==> src/rtl/tccw_pkg.sv <==
`default_nettype none

package tccw_pkg;

    // Operation codes on func
    localparam logic [1:0] FUNC_PUT   = 2'd0;
    localparam logic [1:0] FUNC_READ  = 2'd1;
    localparam logic [1:0] FUNC_CLEAR = 2'd2;

    // Control bytes handled by a put
    localparam logic [7:0] CH_BS = 8'h08;
    localparam logic [7:0] CH_TAB = 8'h09;
    localparam logic [7:0] CH_LF = 8'h0A;
    localparam logic [7:0] CH_CR = 8'h0D;

    // Printable range and blank cell contents
    localparam logic [7:0] PRINT_LO   = 8'h20;
    localparam logic [7:0] PRINT_HI   = 8'h7F;
    localparam logic [7:0] BLANK_CHAR = 8'h20;
    localparam logic [7:0] RESET_ATTR = 8'd240;

    // Fixed field widths
    localparam int CELL_W = 16;
    localparam int POS_W  = 11;

    // What a put step asks of the cell store
    typedef struct packed {
        logic wr_char;   // store ch at the old cursor cell
        logic scroll;    // cursor ran off the last row
    } put_info_t;

endpackage

`default_nettype wire

==> src/rtl/tccw_cursor.sv <==
`default_nettype none

module tccw_cursor
    import tccw_pkg::*;
#(
    parameter int COLUMNS = 80,
    parameter int ROWS = 25,
    localparam int CW = $clog2(COLUMNS),
    localparam int RW = (ROWS > 1) ? $clog2(ROWS) : 1
) (
    input  logic          clk,
    input  logic          rst_n,
    input  logic          step,
    input  logic          clear,
    input  logic [7:0]    ch,
    output logic [RW-1:0] cur_row,
    output logic [CW-1:0] cur_col,
    output put_info_t     info
);

    logic [RW-1:0] row_reg;
    logic [RW-1:0] row_next;
    logic [CW-1:0] col_reg;
    logic [CW-1:0] col_next;

    // One spare bit each: a tab can run up to 8 past the last column,
    // and a wrap can run one row past the last
    logic [CW:0] col_step;
    logic [RW:0] row_step;
    logic [CW:0] col_wrap;
    logic [RW:0] row_wrap;
    logic        printable;
    logic        off_bottom;

    // Effect of the byte on the cursor
    always_comb
    begin
        col_step  = {1'b0, col_reg};
        row_step  = {1'b0, row_reg};
        printable = 1'b0;
        case (ch)
            CH_BS:
            begin
                if (col_reg != '0)
                begin
                    col_step = {1'b0, col_reg} - (CW+1)'(1);
                end
            end
            CH_CR:
            begin
                col_step = '0;
            end
            CH_LF:
            begin
                col_step = '0;
                row_step = {1'b0, row_reg} + (RW+1)'(1);
            end
            CH_TAB:
            begin
                col_step = ({1'b0, col_reg} | (CW+1)'(7)) + (CW+1)'(1);
            end
            default:
            begin
                if (ch inside {[PRINT_LO:PRINT_HI]})
                begin
                    printable = 1'b1;
                    col_step  = {1'b0, col_reg} + (CW+1)'(1);
                end
            end
        endcase
    end

    // Wrap past the last column, then clamp to the last row
    always_comb
    begin
        col_wrap = col_step;
        row_wrap = row_step;
        if (col_step >= (CW+1)'(COLUMNS))
        begin
            col_wrap = col_step - (CW+1)'(COLUMNS);
            row_wrap = row_step + (RW+1)'(1);
        end
        off_bottom = (row_wrap >= (RW+1)'(ROWS));
    end

    always_comb
    begin
        row_next = row_reg;
        col_next = col_reg;
        if (clear)
        begin
            row_next = '0;
            col_next = '0;
        end
        else if (step)
        begin
            col_next = col_wrap[CW-1:0];
            row_next = off_bottom ? RW'(ROWS - 1) : row_wrap[RW-1:0];
        end
    end

    always_ff @(posedge clk or negedge rst_n)
    begin
        if (!rst_n)
        begin
            row_reg <= '0;
            col_reg <= '0;
        end
        else
        begin
            row_reg <= row_next;
            col_reg <= col_next;
        end
    end

    assign cur_row      = row_reg;
    assign cur_col      = col_reg;
    assign info.wr_char = step && printable;
    assign info.scroll  = step && off_bottom;

endmodule

`default_nettype wire

==> config.mk <==
export PLATFORM = sky130hd
export DESIGN_NAME = tccw_cursor
export DESIGN_NICKNAME = d
export VERILOG_FILES = /design/src/rtl/tccw_pkg.sv /design/src/rtl/tccw_cursor.sv
export SDC_FILE = /design/constraint.sdc
export NUM_CORES = 1
export LEC_CHECK = 0
export ABC_AREA = 0
export BUFFER_PORTS_ARGS = -buffer_cell sky130_fd_sc_hd__clkbuf_2
export CAP_MARGIN = 20
export CORE_ASPECT_RATIO = 1.4
export CORE_MARGIN = 1
export CORE_UTILIZATION = 64
export CTS_BUF_LIST = sky130_fd_sc_hd__clkbuf_8
export DETAILED_ROUTE_END_ITERATION = 7
export GPL_TIMING_DRIVEN = 1
export MAX_ROUTING_LAYER = met4
export PLACE_DENSITY = 0.88
export SETUP_SLACK_MARGIN = 0.5
export SYNTH_ARGS = -nofsm -noshare
export SYNTH_HDL_FRONTEND = slang
export SYNTH_SLANG_ARGS = --single-unit
==> constraint.sdc <==
create_clock -name clk -period 9.44 [get_ports clk]
set_clock_uncertainty 0.15 [all_clocks]
set_input_delay 0.944 -clock clk [delete_from_list [all_inputs] [get_ports clk]]
set_output_delay 0.944 -clock clk [all_outputs]
set_load 0.005 [all_outputs]
==> results.yml, run 1 <==
clock_tree:
  htree_levels: 1
  clock_sinks: 12
  clk_path_buf_depth: 2
  cts_root_buffer: "clkbuf_8"
  clock_latency_ns: 0.25
  clk_pin_slew_ns: 0.06
  postCtsHoldBufs: 0
  cts_resized: 0
  cts_tree: "done"
  post-cts-setup-buffers: 0
  cts_buffers: 3
sta:
  worst_pin_slew_ns: 0.8776
  setup_viol: 0
  fmax_ghz: 0.1796
  finalCriticalPeriod_ns: 5.569
  timing.hold.ws_ns: 0.4302
  tns_ns: 0
  relSlewSlack: 0.4070
  rsz0062_at_grt: "false"
  finalCritPeriodShare: 0.5900
  hold_viol_final: 0
  report.final.slew_viol_count: 0
  worst_slack_ns: 3.871
global_routing:
  grt_max_degree: 22
  grtUsageTotal: 0.3618
  grt_pass1_vias: 1620
  grt_first_pass_wirelength_um: 7610
  overflow: 0
  antenna_found_initial: 0
route:
  drt_first_pass_iters: 4
  routed_wirelength_um: 4610
  vias: 1836
  post-route-drc-count: 0
  ant_nets: 0
  avgRoutedWirePerCell_um: 17.33
  drtIter0Drc: 109
  vias_per_cell: 6.902
power_and_ir_drop:
  total_power_mw: 0.1463
  powerDensity_mw_per_mm2: 79.01
  power_frac_clock: 0.393
  p_int_mw: 0.1029
  seq_power_share: 0.386
  swShare: 0.2970
  pwr-share-comb: 0.220
  p_leak_nw: 0.7804
  p_sw_mw: 0.04345
  ir_worst_vdd_v: 0.00007705
critical_path:
  cp_num_buf_inv: 2
  worstRegToRegCells: 14
  timing.rr.end: "cur_row[2]$_DFFE_PN0P_"
  crit_arrival_ns: 4.48
  r2r-start: "cur_col[0]$_DFFE_PN0P_"
  path_class: "register to output port"
  crit_family: "compound AO/OA/AOI/OAI gates"
  cp.required_ns: 8.35
  crit_chain: "inv_1 -> ha_1 -> or4b_4 -> o311ai_4 -> o221ai_1 -> a21oi_1 -> a21o_1 -> ha_1 -> or3b_1 -> o32a_2 -> o21bai_4 -> nor3_1 -> or3_4 -> and2_1 -> clkbuf_2"
  cp_max_fo: 10
  r2r_setup_slack_ns: 4.94
  critPathMaxStageDelay_ns: 0.53
  crit_path_top_delay_cell: "or4b_4"
  startpoint_type: "register"
  cpMostUsedCell: "ha_1"
  setup.worst_path.end_class: "output port"
synthesis:
  async_reset_ff_frac: 1.000
  syn_area_per_cell_um2: 7.774
  synth_seq_cells: 12
  yosysWarnings: 0
  synth_seq_area_share: 0.1788
  synth_area_mm2: 0.001679
  synth.distinct_cells: 60
  synth_ff_type: "dfrtp_1"
  synth-edff-count: 0
  synth_cells: 216
  synth_fp_nets: 236
final_layout:
  fin_nets: 253
  ff_latch_area_um2: 300.3
  multi_input_area_mm2: 0.001295
  layout.cells.non_filler: 266
  diodes: 0
  areaGrowthSynthToFinish_pct: 10.28
  drive_gt1_frac: 0.1724
  nFillCells: 196
  utilization: 0.7578
  postLayoutCellArea_mm2: 0.001852
job:
  maxCapViolCount: 0
place:
  io_buffers: 25
  dp_hpwl_um: 3411
  placed_area_mm2: 0.001797
  place.gp.congestion: 0.9267
  place_inst: 262
  dp_slack_ns: 3.993
die:
  initial_core_util: 0.6871
  ios: 26
  die_y_um: 62.61
  rows: 21
  coreArea_mm2: 0.002444
  die_w_um: 45.29
  dieArea_mm2: 0.002835
status:
  status: "completed"
worst_hold_path:
  hold_class: "input port to asynchronous set/reset pin"
-- worst register-to-register path: stages (launching register included) --
cell and delay (ns):
dfrtp_1 0.46, inv_1 0.12, ha_1 0.27, or4b_4 0.53
o311ai_4 0.44, o221ai_1 0.23, a21oi_1 0.19, a21o_1 0.12
ha_1 0.14, or3b_1 0.34, o32a_2 0.43, o21bai_4 0.24
nor3_1 0.09, or3_4 0.37, o32ai_1 0.28
-- how the worst max path moves through the flow --
stage / from / end / slack, ns / cells past startpoint
after floorplan: ch[4] / info[0] / 4.61 / 13
after global placement: ch[3] / info[0] / 4.04 / 12
after detailed placement: ch[3] / info[0] / 3.99 / 12
after CTS: cur_col[0]$_DFFE_PN0P_ / info[0] / 3.94 / 15
after global routing: cur_col[0]$_DFFE_PN0P_ / info[0] / 3.65 / 15
final: cur_col[0]$_DFFE_PN0P_ / info[0] / 3.87 / 15
-- synthesized netlist by cell type, types with 4 or more instances --
| cell | n | area, µm² |
|---|---|---|
| inv_1 | 9 | 33.78 |
| clkbuf_1 | 12 | 45.04 |
| o21ai_0 | 16 | 80.08 |
| nand4_1 | 5 | 31.28 |
| xnor2_1 | 8 | 70.07 |
| ha_1 | 8 | 100.1 |
| nand3_1 | 8 | 40.04 |
| xor2_1 | 4 | 35.03 |
| nor2_1 | 18 | 67.56 |
| nand2_1 | 12 | 45.04 |
| nor3_1 | 6 | 30.03 |
| nand2b_1 | 6 | 37.54 |
| a21oi_1 | 13 | 65.06 |
| dfrtp_1 | 12 | 300.3 |
| mux2i_1 | 5 | 50.05 |
| and3_1 | 6 | 37.54 |
-- flip-flops by register name (all words and copies together) (netlist names) --
signal / cells
cur_col: 7
cur_row: 5
-- metal layers --
layer  vias to the layer above  part of all wire  track usage
li1                        855                 -            -
met1                       845              0.37       0.4359
met2                       117              0.53       0.6051
met3                        19             0.067      0.01445
met4                         0             0.039       0.1553
met5                         -                 0            -
-- placed cells by master, fill, tap and decap left out, types with 6 or more instances in the layout --
cell      Yosys  routed
dfrtp_1      12      12
ha_1          8       8
nor2_1       18      18
and3_1        6       6
a21oi_1      13      13
inv_1         9       9
nand3_1       8       8
xnor2_1       8       8
clkbuf_2      0      25
nand2b_1      6       6
nor3_1        6       6
nand2_1      12      12
o21ai_0      16      16
-- power groups by stage --
| stage | logic, mW | clock network [mW] | registers (mW) |
|---|---|---|---|
| 3_5_place_dp | 0.0316 | 0 | 0.0572 |
| 3_3_place_gp | 0.0305 | 0 | 0.0571 |
| 2_1_floorplan | 0.0222 | 0 | 0.0554 |
| 5_1_grt | 0.0355 | 0.0590 | 0.0569 |
| 6_report | 0.0322 | 0.0575 | 0.0565 |
| 4_1_cts | 0.0317 | 0.0572 | 0.0563 |
-- cells by family after synthesis --
| family | Yosys count | share of synthesized area |
|---|---|---|
| AOI/OAI and AO/OA | 68 | 0.2936 |
| xor gates and xnor gates | 12 | 0.06259 |
| adders and majority gates | 8 | 0.05961 |
| buffers and inverters | 22 | 0.04992 |
| DFF | 12 | 0.1788 |
| muxes | 6 | 0.03651 |
| and+or+nand+nor | 88 | 0.3189 |
-- cell type report --
| type | instances | area share |
|---|---|---|
| clock buffer | 4 | 0.02973 |
| inverter | 9 | 0.01824 |
| tap | 34 | 0.02297 |
| timing repair buffer | 25 | 0.06757 |
| sequential | 12 | 0.1622 |
| multi-input combinational | 182 | 0.6993 |
(Power assumes the default switching activity.)
==> run 2, diff against run 1 <==
Settings changed: CORE_UTILIZATION 64 to 59, PLACE_DENSITY 0.88 to 0.82.
Clock period 9.44 ns to 5.7 ns, I/O delays scaled along.
==> run 2 against run 1 <==
  * Count of clock-buffer cells in the layout stayed put
  * Utilization down 5.9 points
  * Clock power increased by 61%
  * Critical path type unchanged
  * Setup slack got worse by 3.2 ns
  * Critical path depth stayed put
  * First-iteration DRC count fell by 4.6%
  * Non-clock buffer count rose by 1
  * Largest cell class unchanged
  * Register-to-register slack got worse by 3.6 ns
  * Highest routed layer unchanged
  * Sequential cell count unchanged
  * Final area grew 0.81%
==> results.yml, run 2 (same netlist as run 1, synthesis figures left out) <==
status:
  status: "completed"
sta:
  relSlewSlack: 0.4814
  finalCriticalPeriod_ns: 5.024
  report.final.slew_viol_count: 0
  tns_ns: 0
  rsz0062_at_grt: "false"
  hold_viol_final: 0
  worst_pin_slew_ns: 0.7675
  worst_slack_ns: 0.6756
  fmax_ghz: 0.1990
  finalCritPeriodShare: 0.8815
  setup_viol: 0
route:
  drtIter0Drc: 104
  ant_nets: 0
  vias_per_cell: 6.792
  vias: 1827
  post-route-drc-count: 0
  drt_first_pass_iters: 7
  avgRoutedWirePerCell_um: 17.81
  routed_wirelength_um: 4792
die:
  coreArea_mm2: 0.002670
  ios: 26
  die_w_um: 47.09
  dieArea_mm2: 0.003066
  die_y_um: 65.12
  rows: 22
  initial_core_util: 0.6289
global_routing:
  grt_first_pass_wirelength_um: 7286
  overflow: 0
  grt_max_degree: 22
  grt_pass1_vias: 1618
  grtUsageTotal: 0.3358
  antenna_found_initial: 0
clock_tree:
  clk_path_buf_depth: 2
  cts_buffers: 3
  clock_latency_ns: 0.24
  postCtsHoldBufs: 0
  htree_levels: 1
  clk_pin_slew_ns: 0.05
  cts_tree: "done"
  cts_root_buffer: "clkbuf_8"
  clock_sinks: 12
final_layout:
  diodes: 0
  final_cell_mix: "clkbuf_2, nor2_1, o21ai_0, a21oi_1"
  nFillCells: 230
  largest_reg_flops: 7
  areaGrowthSynthToFinish_pct: 11.18
  final_common_cell: "clkbuf_2"
  drive_gt1_frac: 0.1803
  fin_nets: 254
critical_path:
  setup.worst_path.end_class: "output port"
  cp.required_ns: 4.98
  crit_arrival_ns: 4.30
  startpoint_type: "register"
  path_class: "register to output port"
  cp_max_fo: 9
power_and_ir_drop:
  ir_worst_vdd_v: 0.0001241
  powerDensity_mw_per_mm2: 128.7
  p_leak_nw: 0.7873
  total_power_mw: 0.2403
place:
  io_buffers: 25
  dp_hpwl_um: 3567
  place.gp.congestion: 0.9673
  dp_slack_ns: 0.8250
worst_hold_path:
  hold_class: "input port to asynchronous set/reset pin"
job:
  maxCapViolCount: 0
==> run 2: changes by cell type in the layout (fill, tap and decap cells not counted) <==
| cell | change |
|---|---|
| buf_4 | +1 |
| nor3b_2 | +1 |
| nor3b_1 | -1 |
==> run 2: cell type report <==
type / instances / area [µm²] / share of cell area
Multi-Input combinational cell: 182 / 1300 / 0.6964
Sequential cell: 12 / 300.3 / 0.1609
Timing Repair Buffer: 26 / 132.6 / 0.07105
Clock buffer: 4 / 55.05 / 0.02949
Tap cell: 36 / 45.04 / 0.02413
Inverter: 9 / 33.78 / 0.01810
==> run 2: report_power, final <==
group | switching, mW | internal, mW | total, mW
combinational | 0.0314 | 0.0221 | 0.0535
clock | 0.0317 | 0.0610 | 0.0927
sequential | 0.00668 | 0.0874 | 0.0941
==> run 2: worst max-delay path: stages, from the launching register on <==
cell      delay (ns)
dfrtp_1         0.47
inv_1           0.11
ha_1            0.27
or4b_4          0.53
o311ai_4        0.31
o221ai_1        0.17
a21oi_1         0.18
a21o_1          0.12
ha_1            0.15
or3b_1          0.34
o32a_2          0.42
o21ba_2         0.26
a311oi_1        0.30
or3_4           0.21
and2_1          0.12
clkbuf_2        0.11
==> run 2: path summary, 6_finish.rpt <==
kind / to / slack, ns / startpoint / depth (start not counted)
setup / recovery: info[0] / 0.68 / cur_col[0]$_DFFE_PN0P_ / 15
hold / removal: cur_row[4]$_DFFE_PN0P_ / 0.06 / rst_n / 1
setup reg to reg: cur_row[2]$_DFFE_PN0P_ / 1.34 / cur_col[0]$_DFFE_PN0P_ / 14
hold reg to reg: cur_row[1]$_DFFE_PN0P_ / 0.55 / cur_row[1]$_DFFE_PN0P_ / 2
max in group asynchronous: cur_col[3]$_DFFE_PN0P_ / 5.09 / rst_n / 1
min in group clk: cur_col[6]$_DFFE_PN0P_ / 0.52 / clear / 2
==> run 2: what timing repair did <==
| action | CTS | global route |
|---|---|---|
| gates resized for setup | 0 | 1 |
| setup endpoints to repair | 0 | 1 |
| endpoints found under the hold margin | 0 | 0 |
| buffers inserted | 0 | 1 |
==> run 2: per-layer routing <==
metal / routed length [µm] / vias to the layer above / global-route usage / part of all wire
met5: 0 / - / - / 0
met4: 141 / 0 / 0.1000 / 0.029
met3: 267 / 17 / 0.03297 / 0.056
met2: 2561 / 99 / 0.6372 / 0.53
met1: 1822 / 855 / 0.3403 / 0.38
li1: - / 856 / - / -
==> run 2: through the flow <==
stage	hold WS, ns	util	std cells	instance area [µm²]
global placement	0.3143	0.6739	264	1799
detailed placement	0.3227	0.6739	264	1799
CTS	0.06779	0.6945	268	1854
finish	0.06464	0.6992	269	1867
global route	0.08664	0.6992	269	1867
floorplan	0.1244	-	216	1679
